**config.mk**
```make
export PLATFORM = sky130hd
export DESIGN_NAME = mpm_reduce
export DESIGN_NICKNAME = d
export VERILOG_FILES = /design/src/hdl/modular_polynomial_multiply_macros.svh /design/src/hdl/mpm_pkg.sv /design/src/hdl/mpm_reduce.sv
export SDC_FILE = /design/constraint.sdc
export NUM_CORES = 1
export LEC_CHECK = 0
export BUFFER_PORTS_ARGS = -buffer_cell sky130_fd_sc_hd__buf_2
export CELL_PAD_IN_SITES_DETAIL_PLACEMENT = 0
export CELL_PAD_IN_SITES_GLOBAL_PLACEMENT = 1
export CORE_MARGIN = 3
export CORE_UTILIZATION = 43
export CTS_CLUSTER_DIAMETER = 50
export DETAILED_ROUTE_END_ITERATION = 12
export PLACE_DENSITY = 0.89
export SYNTH_ARGS = -nofsm -noshare
export SYNTH_HDL_FRONTEND = slang
export SYNTH_SLANG_ARGS = --single-unit
```
**constraint.sdc**
```tcl
create_clock -name clk -period 2.9 [get_ports clk]
set_clock_uncertainty 0.05 [all_clocks]
set_input_delay 0.29 -clock clk [delete_from_list [all_inputs] [get_ports clk]]
set_output_delay 0.29 -clock clk [all_outputs]
set_load 0.05 [all_outputs]
```
**src/hdl/modular_polynomial_multiply_macros.svh**
```systemverilog
// Assertion macros for the modular polynomial multiply block.
`ifndef MODULAR_POLYNOMIAL_MULTIPLY_MACROS_SVH
`define MODULAR_POLYNOMIAL_MULTIPLY_MACROS_SVH
`ifndef SYNTH
// same-cycle implication
`define MPM_ASSERT_IMP(label, clk, rst_n, cond, prop) \
	label: assert property (@(posedge clk) disable iff (!rst_n) (cond) |-> (prop)) \
	else $error("mpm: same-cycle check failed");
// next-cycle implication
`define MPM_ASSERT_NEXT(label, clk, rst_n, cond, prop) \
	label: assert property (@(posedge clk) disable iff (!rst_n) (cond) |=> (prop)) \
	else $error("mpm: next-cycle check failed");
`else
`define MPM_ASSERT_IMP(label, clk, rst_n, cond, prop)
`define MPM_ASSERT_NEXT(label, clk, rst_n, cond, prop)
`endif
`endif

```
**src/hdl/mpm_pkg.sv**
```systemverilog
// Shared types and constants for the modular polynomial multiply block.
`default_nettype none
package mpm_pkg;

	// fixed field widths
	localparam int COEF_W = 30;
	localparam int PROD_W = 2 * COEF_W;
	localparam int OP_W   = 3;
	localparam int IDX_W  = 9;
	localparam int STAT_W = 2;

	localparam logic [COEF_W-1:0] MOD_RESET = 30'd1000000007;

	// reducer: one quotient bit per step over the full product width
	localparam int RED_STEPS = PROD_W;
	localparam int RED_CNT_W = $clog2(RED_STEPS + 1);

	typedef enum logic [OP_W-1:0] {
		OP_CLEAR         = 3'd0,
		OP_APPEND_FIRST  = 3'd1,
		OP_APPEND_SECOND = 3'd2,
		OP_MULTIPLY      = 3'd3,
		OP_READ          = 3'd4
	} opcode_t;

	localparam logic [STAT_W-1:0] ST_OK    = 2'd0;
	localparam logic [STAT_W-1:0] ST_FULL  = 2'd1;
	localparam logic [STAT_W-1:0] ST_RANGE = 2'd2;

	// memory port controls from the sequencer
	typedef struct packed {
		logic wr_first;
		logic wr_second;
		logic rd_terms;
		logic wr_prod;
		logic rd_prod;
	} mem_ctl_t;

endpackage
`default_nettype wire

```
**src/hdl/mpm_reduce.sv**
```systemverilog
// Shared bit-serial reducer: remainder of a product-wide word modulo the modulus.
`default_nettype none
module mpm_reduce (
	input  logic                            clk,
	input  logic                            arst_n,
	input  logic                            start,
	input  logic [mpm_pkg::PROD_W-1:0]      dividend,
	input  logic [mpm_pkg::COEF_W-1:0]      modulus,
	output logic                            done,
	output logic [mpm_pkg::COEF_W-1:0]      remainder
);

	logic                             busy_q;
	logic                             done_q;
	logic [mpm_pkg::RED_CNT_W-1:0]    cnt_q;
	logic [mpm_pkg::COEF_W-1:0]       rem_q;
	logic [mpm_pkg::PROD_W-1:0]       div_q;

	logic [mpm_pkg::COEF_W:0]         trial;
	logic [mpm_pkg::COEF_W:0]         diff;
	logic [mpm_pkg::COEF_W-1:0]       rem_next;

	// one restoring step: shift in the next dividend bit, subtract if it fits
	always_comb begin
		trial    = {rem_q, div_q[mpm_pkg::PROD_W-1]};
		diff     = trial - {1'b0, modulus};
		rem_next = (trial >= {1'b0, modulus}) ? diff[mpm_pkg::COEF_W-1:0]
			: trial[mpm_pkg::COEF_W-1:0];
	end

	// step counter and done pulse
	always_ff @(posedge clk or negedge arst_n) begin
		if (!arst_n) begin
			busy_q <= 1'b0;
			done_q <= 1'b0;
			cnt_q  <= '0;
		end else begin
			done_q <= 1'b0;
			if (start) begin
				busy_q <= 1'b1;
				cnt_q  <= mpm_pkg::RED_CNT_W'(mpm_pkg::RED_STEPS);
			end else if (busy_q) begin
				cnt_q <= cnt_q - mpm_pkg::RED_CNT_W'(1);
				if (cnt_q == mpm_pkg::RED_CNT_W'(1)) begin
					busy_q <= 1'b0;
					done_q <= 1'b1;
				end
			end
		end
	end

	// remainder and dividend shift register
	always_ff @(posedge clk) begin
		if (start) begin
			rem_q <= '0;
			div_q <= dividend;
		end else if (busy_q) begin
			rem_q <= rem_next;
			div_q <= {div_q[mpm_pkg::PROD_W-2:0], 1'b0};
		end
	end

	assign done      = done_q;
	assign remainder = rem_q;

endmodule
`default_nettype wire

```
==> results of run 1 <==
## power by group through the flow
stage / sequential (W) / clock [W] / combinational (W)
after floorplan: 0.00268 / 0 / 0.00212
after global placement: 0.00205 / 0 / 0.00375
after detailed placement: 0.00206 / 0 / 0.00379
after CTS: 0.00203 / 0.00117 / 0.00382
after global routing: 0.00208 / 0.00123 / 0.00422
final: 0.00203 / 0.00114 / 0.00391
## area by class of cell
class | count | area (sq um)
fill | 1203 | 6150
inverter | 43 | 161
multi-input combinational | 420 | 3190
tap | 176 | 220
sequential | 98 | 2620
clock inverter | 4 | 27.5
timing repair buffer | 154 | 891
clock buffer | 12 | 246
## sequential cells by signal (all words and copies together), names as in the netlist
signal and count:
done 1, div_q 60, cnt_q 6, busy_q 1, remainder 30
## worst max-delay path: stages, from the launching register on
cell	delay, ps
dfxtp_1	340
ha_1	400
o211ai_1	140
a21o_1	230
a211o_1	340
nand4_2	140
a21bo_4	170
a41oi_4	140
buf_12	190
or4_1	510
nand3_1	80
## layout by cell type (no fill, tap or decap), types with 20 or more instances in the layout
cell type	instances
buf_2	122
nor2_1	44
a21oi_1	36
ha_1	30
edfxtp_1	60
dfxtp_1	20
buf_4	28
nand2_1	64
mux2_2	59
inv_1	42
## cell families after synthesis
kind of cell             synth area share
XOR/XNOR                           0.0333
buffers and inverters              0.0493
flip-flops                          0.431
adder cells (fa/ha/maj)            0.0696
AND/OR/NAND/NOR                     0.136
multiplexers                        0.115
AO/OA/AOI/OAI                       0.166
## stage by stage
stage           util  setup WS, ps  setup TNS (ps)
4_1_cts        0.541          59.9               0
5_1_grt        0.545          8.11               0
3_3_place_gp   0.520         -73.6           -73.6
3_5_place_dp   0.520         -64.3           -77.7
6_report       0.545          92.2               0
2_1_floorplan      -         0.202               0
## how the worst max path moves through the flow
stage	from	endpoint	slack [ps]	cells after the start
finish	remainder[3]$_SDFFE_PP0P_	remainder[28]$_SDFFE_PP0P_	90	10
global route	remainder[5]$_SDFFE_PP0P_	remainder[23]$_SDFFE_PP0P_	8	10
CTS	remainder[8]$_SDFFE_PP0P_	remainder[15]$_SDFFE_PP0P_	60	10
detailed placement	div_q[59]$_DFFE_PP_	remainder[26]$_SDFFE_PP0P_	-60	11
global placement	modulus[9]	remainder[26]$_SDFFE_PP0P_	-70	11
floorplan	remainder[17]$_SDFFE_PP0P_	remainder[21]$_SDFFE_PP0P_	0.2	11
## layer usage
layer  part of all wire  vias to the layer above
met3              0.052                       22
met2               0.47                      139
li1                   -                     2430
met5            0.00087                        -
met4              0.015                        2
met1               0.47                     2352
## timing repair
action                                 in CTS  in global routing
setup endpoints to repair                   1                 17
endpoints found under the hold margin       8                  0
resized for setup                           1                 13
hold buffers                                1                  0
pin swaps                                   0                  1
==> flow_summary_export.csv, run 1 <==
group,metric,value,unit
clocking,cts-root-buf,"clkbuf_16",
hold_path,hold_path.class,"in -> reg",
clocking,cts_buffers,9,
setup_path,end_kind,"register",
floorplanning,die_area,15500,sq um
clocking,clock_path_buffers,2,
drt,antenna_left,0,
run,maxCapViolCount,0,
layout,nets,852,
logic_synthesis,synth_top_area_frac,0.298,
clocking,htreeDepth,3,
floorplanning,die-width,125,um
setup_path,cp_max_fo,24,
sta,finalCriticalPeriod,2810,ps
grt,grt_max_degree,61,
logic_synthesis,yosys.cell_types.count,68,
floorplanning,core,13500,sq um
power_and_ir_drop,leakage,3.23,nW
setup_path,cp.required,3140,ps
logic_synthesis,ys.flop_type,"edfxtp_1",
place,globalplace.congestion,0.896,
sta,hold_ws,174,ps
setup_path,timing.rr.end,"remainder[28]$_SDFFE_PP0P_",
drt,viasPerCell,5.45,
logic_synthesis,postSynth.asyncResetShare,0.0816,
power_and_ir_drop,ir_drop,0.505,mV
drt,wl,15.0,mm
floorplanning,dieHeight,125,um
power_and_ir_drop,p_sw_frac,0.443,
drt,wl_per_cell,16.5,um
clocking,cts_sinks,98,
drt,first_iter_violations,287,
sta,worst_pin_slew,688,ps
logic_synthesis,synth_most_common_cell,"nand2_1",
setup_path,crit_arrival,3040,ps
logic_synthesis,syn_inst,587,
power_and_ir_drop,p_int,0.00394,W
clocking,path_clk_slew,70,ps
grt,grt_pass1_vias,4941,
grt,grt_util_all_layers,0.190,
setup_path,r2r_start,"remainder[3]$_SDFFE_PP0P_",
layout,n_antenna_cell,0,
sta,final-setup-viol-count,0,
floorplanning,io_pins,124,
power_and_ir_drop,p_switching,0.00314,W
logic_synthesis,synth_area,6040,sq um
sta,fmax,0.356,GHz
logic_synthesis,ys_seq_area_frac,0.431,
drt,num_vias,4945,
grt,use_met3,0.0416,
place,post_dp_cell_area,7020,sq um
grt,busiest_layer,"met2",
place,dp_hpwl,11.0,mm
layout,synthToLayoutAreaGrowth,21.8,%
setup_path,path_class,"reg -> reg",
hold_path,hold_start,"dividend[0]",
logic_synthesis,synth_edf_count,60,
sta,final.period_utilization,0.968,
logic_synthesis,ys_seq_elements,98,
grt,met1_usage,0.257,
logic_synthesis,synthTopCellsByArea,"edfxtp_1, mux2_2, dfxtp_1, ha_1, nand2_1",
power_and_ir_drop,combPwrFrac,0.552,
grt,grtUsageMet2,0.306,
logic_synthesis,syn_area_per_cell,10.3,sq um
floorplanning,rows,42,
drt,route.detailed.drc,0,
drt,drtPass1Iterations,5,
power_and_ir_drop,power,0.00708,W
layout,drive_gt1_frac,0.364,
layout,design_area,7360,sq um
logic_synthesis,synthTopCellsByCount,"nand2_1, edfxtp_1, mux2_2, nor2_1, inv_1",
power_and_ir_drop,clkPwrFrac,0.161,
grt,antenna_found_initial,1,
logic_synthesis,yosysWarnings,0,
floorplanning,start_util,0.447,
logic_synthesis,synth_fp_nets,713,
sta,rsz0062_at_grt,"no",
power_and_ir_drop,p_seq_frac,0.287,
place,port_buffers,123,
setup_path,reg2reg_depth,10,
power_and_ir_drop,power_density,963,nW/um^2
setup_path,reg2reg_slack,90,ps
logic_synthesis,yosys.area.top_type,"edfxtp_1",
outcome,status,"finished clean",
setup_path,worstSetupStartpointType,"register",
grt,grt_overflow_total,0,
clocking,postCtsSetupBuffers,0,
hold_path,min_path_cells,2,
sta,hold_viol,0,
layout,fin_cells,907,
hold_path,hold_end,"div_q[0]$_SDFFCE_PN0P_",
clocking,cts_tree,"built",
sta,slew_violations,0,
sta,maxSlewHeadroom,0.535,
grt,grt_pass1_wl,24.3,mm
clocking,clock_latency,350,ps
place,dp_cells,890,
No activity file was read; power rests on OpenSTA's default activity.
==> run 2, diff against run 1 <==
--- a/config.mk
+++ b/config.mk
@@ -9,10 +9,12 @@
 export CELL_PAD_IN_SITES_DETAIL_PLACEMENT = 0
 export CELL_PAD_IN_SITES_GLOBAL_PLACEMENT = 1
 export CORE_MARGIN = 3
-export CORE_UTILIZATION = 43
+export CORE_UTILIZATION = 40
 export CTS_CLUSTER_DIAMETER = 50
+export CTS_CLUSTER_SIZE = 12
 export DETAILED_ROUTE_END_ITERATION = 12
-export PLACE_DENSITY = 0.89
+export PLACE_DENSITY = 0.84
+export SKIP_CTS_REPAIR_TIMING = 1
 export SYNTH_ARGS = -nofsm -noshare
 export SYNTH_HDL_FRONTEND = slang
 export SYNTH_SLANG_ARGS = --single-unit
==> run 2 against run 1 <==
Routed wire length grew 0.98%. First-iteration DRC count is 5.6% higher. Via count is 0.24% lower. Combinational power increased by 4%. Sequential share of layout area decreased by 0.56 points. Worst hold slack better by 5.7 ps. Non-clock buffer count rose by 11.
==> flow_summary_export.csv, run 2 (synthesis gave the netlist of run 1 again) <==
group,metric,value,unit
outcome,status,"finished clean",
clocking,path_clk_slew,70,ps
setup_path,worstSetupStartpointType,"register",
sta,worst_pin_slew,1230,ps
drt,wl,15.1,mm
layout,layout_commonest_cell,"buf_2",
place,port_buffers,123,
layout,synthToLayoutAreaGrowth,23.7,%
place,globalplace.congestion,0.907,
drt,first_iter_violations,303,
drt,num_vias,4933,
setup_path,r2r_start,"remainder[0]$_SDFFE_PP0P_",
setup_path,critPathLaunch,"remainder[0]$_SDFFE_PP0P_",
floorplanning,dieHeight,129,um
sta,rsz0062_at_grt,"no",
grt,grt_util_all_layers,0.176,
place,dp_hpwl,11.2,mm
grt,grt_max_degree,61,
clocking,htreeDepth,3,
clocking,clock_path_buffers,2,
setup_path,end_kind,"register",
clocking,cts_sinks,98,
sta,slew_violations,0,
power_and_ir_drop,leakage,3.29,nW
drt,route.detailed.drc,0,
layout,largest_register,"div_q",
run,maxCapViolCount,0,
clocking,cts-root-buf,"clkbuf_16",
drt,viasPerCell,5.32,
sta,final.period_utilization,0.966,
sta,fmax,0.357,GHz
setup_path,cp.required,3130,ps
power_and_ir_drop,power_density,978,nW/um^2
floorplanning,start_util,0.413,
clocking,cts_buffers,9,
setup_path,reg2reg_slack,100,ps
sta,maxSlewHeadroom,0.179,
floorplanning,core,14600,sq um
floorplanning,rows,44,
drt,antenna_left,0,
drt,wl_per_cell,16.3,um
setup_path,crit_arrival,3030,ps
layout,most-common-layout-cells,"buf_2, nand2_1, edfxtp_1",
sta,final-setup-viol-count,0,
place,post_dp_cell_area,7080,sq um
clocking,clock_latency,340,ps
layout,drive_gt1_frac,0.373,
hold_path,min_path_cells,2,
setup_path,path_class,"reg -> reg",
hold_path,hold_start,"dividend[0]",
floorplanning,die_area,16600,sq um
setup_path,reg2reg_depth,10,
floorplanning,die-width,129,um
grt,grt_overflow_total,0,
hold_path,hold_path.class,"in -> reg",
sta,finalCriticalPeriod,2800,ps
grt,grt_pass1_vias,4746,
layout,nets,863,
grt,grt_pass1_wl,23.7,mm
layout,design_area,7470,sq um
floorplanning,io_pins,124,
sta,hold_viol,0,
drt,drtPass1Iterations,5,
layout,largest_reg_flops,60,
clocking,cts_tree,"built",
layout,fill_cells,1356,
layout,fin_util,0.510,
grt,antenna_found_initial,1,
setup_path,cp_max_fo,12,
power_and_ir_drop,ir_drop,0.428,mV
[run 2: cell count changes in the layout (fill, tap and decap cells not counted), sizes merged]
| cell | delta |
|---|---|
| bufinv | +1 |
| buf | +10 |
| clkinv | +1 |
| clkinvlp | -1 |
| diode | +1 |
[run 2: metrics by stage]
step | power (W) | hold WS [ps] | setup TNS (ps) | std cells | worst slack [ps]
global route | 0.00776 | 179 | 0 | 927 | 5.02
CTS | 0.00713 | -279 | -119 | 924 | -59.4
detailed placement | 0.00589 | 96.6 | -43.4 | 908 | -29.5
finish | 0.00731 | 180 | 0 | 927 | 98.0
floorplan | 0.00480 | -55.6 | 0 | 587 | 0.202
global placement | 0.00585 | 85.1 | 0 | 908 | 66.4
[run 2: worst paths after layout]
| kind | endpoint |
|---|---|
| worst max-delay path | remainder[28]$_SDFFE_PP0P_ |
| worst min-delay path | div_q[0]$_SDFFCE_PN0P_ |
| worst max register to register | remainder[28]$_SDFFE_PP0P_ |
| worst min register to register | remainder[12]$_SDFFE_PP0P_ |
| max in group asynchronous | busy_q$_DFF_PN0_ |
| min in group asynchronous | done$_DFF_PN0_ |
[run 2: routing by layer]
layer / wire length (um) / part of all wire / GRT usage
met5: 0 / 0 / 0
met1: 7080 / 0.47 / 0.248
met4: 268 / 0.018 / 0.0605
met3: 748 / 0.050 / 0.0315
met2: 7000 / 0.46 / 0.274
[run 2: power by group]
| part | total, W | internal [W] | switching [W] |
|---|---|---|---|
| Combinational | 0.00407 | 0.00164 | 0.00243 |
| Sequential | 0.00203 | 0.00180 | 0.000232 |
| Clock | 0.00121 | 0.000677 | 0.000531 |
[run 2: critical path, stage by stage, from the launching register on]
cell and delay, ps:
dfxtp_1 330, ha_1 290, or2b_1 250, a21o_1 190, a211o_1 340, nand4_2 150
a21bo_4 180, a41oi_4 150, clkbuf_16 220, or4_1 500, nand3_1 80
[run 2: final cells by class]
class / instances / area (sq um) / area share
Clock inverter: 5 / 61.3 / 0.00821
Tap cell: 184 / 230 / 0.0308
Antenna cell: 1 / 2.50 / 0.000335
Timing Repair Buffer: 165 / 970 / 0.130
Clock buffer: 11 / 233 / 0.0312
Inverter: 43 / 161 / 0.0216
Sequential cell: 98 / 2620 / 0.350
Multi-Input combinational cell: 420 / 3200 / 0.428
==> run 3, diff against run 2 <==
--- a/config.mk
+++ b/config.mk
@@ -5,6 +5,7 @@
 export SDC_FILE = /design/constraint.sdc
 export NUM_CORES = 1
 export LEC_CHECK = 0
+export ABC_AREA = 0
 export BUFFER_PORTS_ARGS = -buffer_cell sky130_fd_sc_hd__buf_2
 export CELL_PAD_IN_SITES_DETAIL_PLACEMENT = 0
 export CELL_PAD_IN_SITES_GLOBAL_PLACEMENT = 1
@@ -13,6 +14,7 @@
 export CTS_CLUSTER_DIAMETER = 50
 export CTS_CLUSTER_SIZE = 12
 export DETAILED_ROUTE_END_ITERATION = 12
+export GPL_TIMING_DRIVEN = 0
 export PLACE_DENSITY = 0.84
 export SKIP_CTS_REPAIR_TIMING = 1
 export SYNTH_ARGS = -nofsm -noshare
==> run 3 against run 2 <==
Design area decreased by 1.1%. Die area did not move. Count of clock-buffer cells in the layout is 1 lower. Critical path depth did not move. Worst hold slack better by 0.53 ps. Sequential share of layout area increased by 0.40 points. Sequential power about the same. Largest power group unchanged. Highest routed layer unchanged.
==> flow_summary_export.csv, run 3 (synthesis gave the netlist of run 1 again) <==
group,metric,value,unit
clocking,cts-root-buf,"clkbuf_16",
layout,nets,854,
floorplanning,die-width,129,um
grt,antenna_found_initial,0,
sta,final.period_utilization,0.972,
power_and_ir_drop,power_density,969,nW/um^2
place,dp_cells,894,
sta,rsz0062_at_grt,"yes",
clocking,clock_path_buffers,2,
setup_path,reg2reg_depth,10,
floorplanning,die_area,16600,sq um
drt,drtPass1Iterations,5,
sta,fin_ws,81.8,ps
drt,antenna_left,0,
clocking,path_clk_slew,70,ps
layout,layout_commonest_cell,"buf_2",
clocking,cts_sinks,98,
sta,final-setup-viol-count,0,
sta,hold_viol,0,
setup_path,worstSetupStartpointType,"register",
clocking,cts_tree,"built",
place,globalplace.congestion,0.906,
clocking,htreeDepth,3,
layout,most-common-layout-cells,"buf_2, nand2_1, edfxtp_1",
sta,slew_violations,0,
layout,synthToLayoutAreaGrowth,22.3,%
drt,wl,15.4,mm
drt,route.detailed.drc,0,
drt,viasPerCell,5.44,
floorplanning,io_pins,124,
grt,grt_pass1_vias,4916,
layout,fin_cells,917,
power_and_ir_drop,ir_drop,0.443,mV
setup_path,crit_arrival,3020,ps
layout,n_antenna_cell,0,
hold_path,min_path_cells,2,
grt,grt_overflow_total,0,
floorplanning,dieHeight,129,um
sta,finalCriticalPeriod,2820,ps
setup_path,cp_max_fo,10,
sta,maxSlewHeadroom,0.459,
place,port_buffers,122,
grt,grt_pass1_wl,24.4,mm
floorplanning,core,14600,sq um
power_and_ir_drop,leakage,3.20,nW
place,place_ws,-205,ps
clocking,clock_latency,350,ps
sta,fmax,0.355,GHz
sta,worst_pin_slew,811,ps
grt,grt_max_degree,33,
outcome,status,"finished clean",
setup_path,path_class,"reg -> reg",
run,maxCapViolCount,0,
power_and_ir_drop,power,0.00716,W
layout,largest_reg_flops,60,
place,dp_hpwl,11.7,mm
drt,first_iter_violations,344,
floorplanning,start_util,0.413,
layout,largest_register,"div_q",
grt,grt_util_all_layers,0.185,
layout,fin_util,0.505,
sta,hold_ws,180,ps
drt,wl_per_cell,16.8,um
layout,drive_gt1_frac,0.351,
setup_path,end_kind,"register",
drt,num_vias,4993,
hold_path,hold_path.class,"in -> reg",
setup_path,cp.required,3100,ps
clocking,cts_buffers,9,
floorplanning,rows,44,
[run 3: area by class of cell]
class                      count  area (sq um)
clock inverter                 6          65.1
multi-input combinational    420          3250
clock buffer                  10           229
tap                          184           230
buffer                        26           151
fill                        1345          7250
sequential                    98          2620
timing repair buffer         130           686
inverter                      43           161
[run 3: worst paths after layout]
path                                            start  slack, ps                    endpoint
min reg2reg                remainder[12]$_SDFFE_PP0P_        450  remainder[12]$_SDFFE_PP0P_
min in group asynchronous                      arst_n        280        cnt_q[2]$_DFFE_PN0P_
min                                       dividend[0]        180      div_q[0]$_SDFFCE_PN0P_
max reg2reg                remainder[18]$_SDFFE_PP0P_         80   remainder[5]$_SDFFE_PP0P_
max in group asynchronous                      arst_n       2340        cnt_q[3]$_DFFE_PN0P_
max                        remainder[18]$_SDFFE_PP0P_         80   remainder[5]$_SDFFE_PP0P_
[run 3: power by group]
| part | total, W | internal [W] | leakage [nW] | switching [W] |
|---|---|---|---|---|
| combinational | 0.00389 | 0.00150 | 2.09 | 0.00240 |
| sequential | 0.00205 | 0.00180 | 0.971 | 0.000252 |
| clock | 0.00121 | 0.000672 | 0.144 | 0.000541 |
[run 3: metrics by stage]
step | setup TNS (ps) | instance area (sq um)
detailed placement | -2630 | 6910
finish | 0 | 7390
floorplan | 0 | 6050
global route | -476 | 7390
global placement | -34630 | 6890
CTS | -1680 | 7210
[run 3: metal layers]
metal | up-vias | share of wire | routed length [um] | track usage
li1 | 2448 | - | - | -
met1 | 2388 | 0.46 | 7110 | 0.255
met2 | 137 | 0.47 | 7300 | 0.289
met3 | 20 | 0.051 | 783 | 0.0357
met4 | 0 | 0.015 | 228 | 0.0692
met5 | - | 0 | 0 | 0
[run 3: worst max-delay path, stage by stage, from the launching register on]
cell,delay [ps]
dfxtp_2,340
ha_1,340
and4_1,250
nand2_1,130
nor4_2,70
a221o_1,370
a211o_4,360
a41oi_4,240
buf_4,240
nand2_1,80
a311oi_2,250
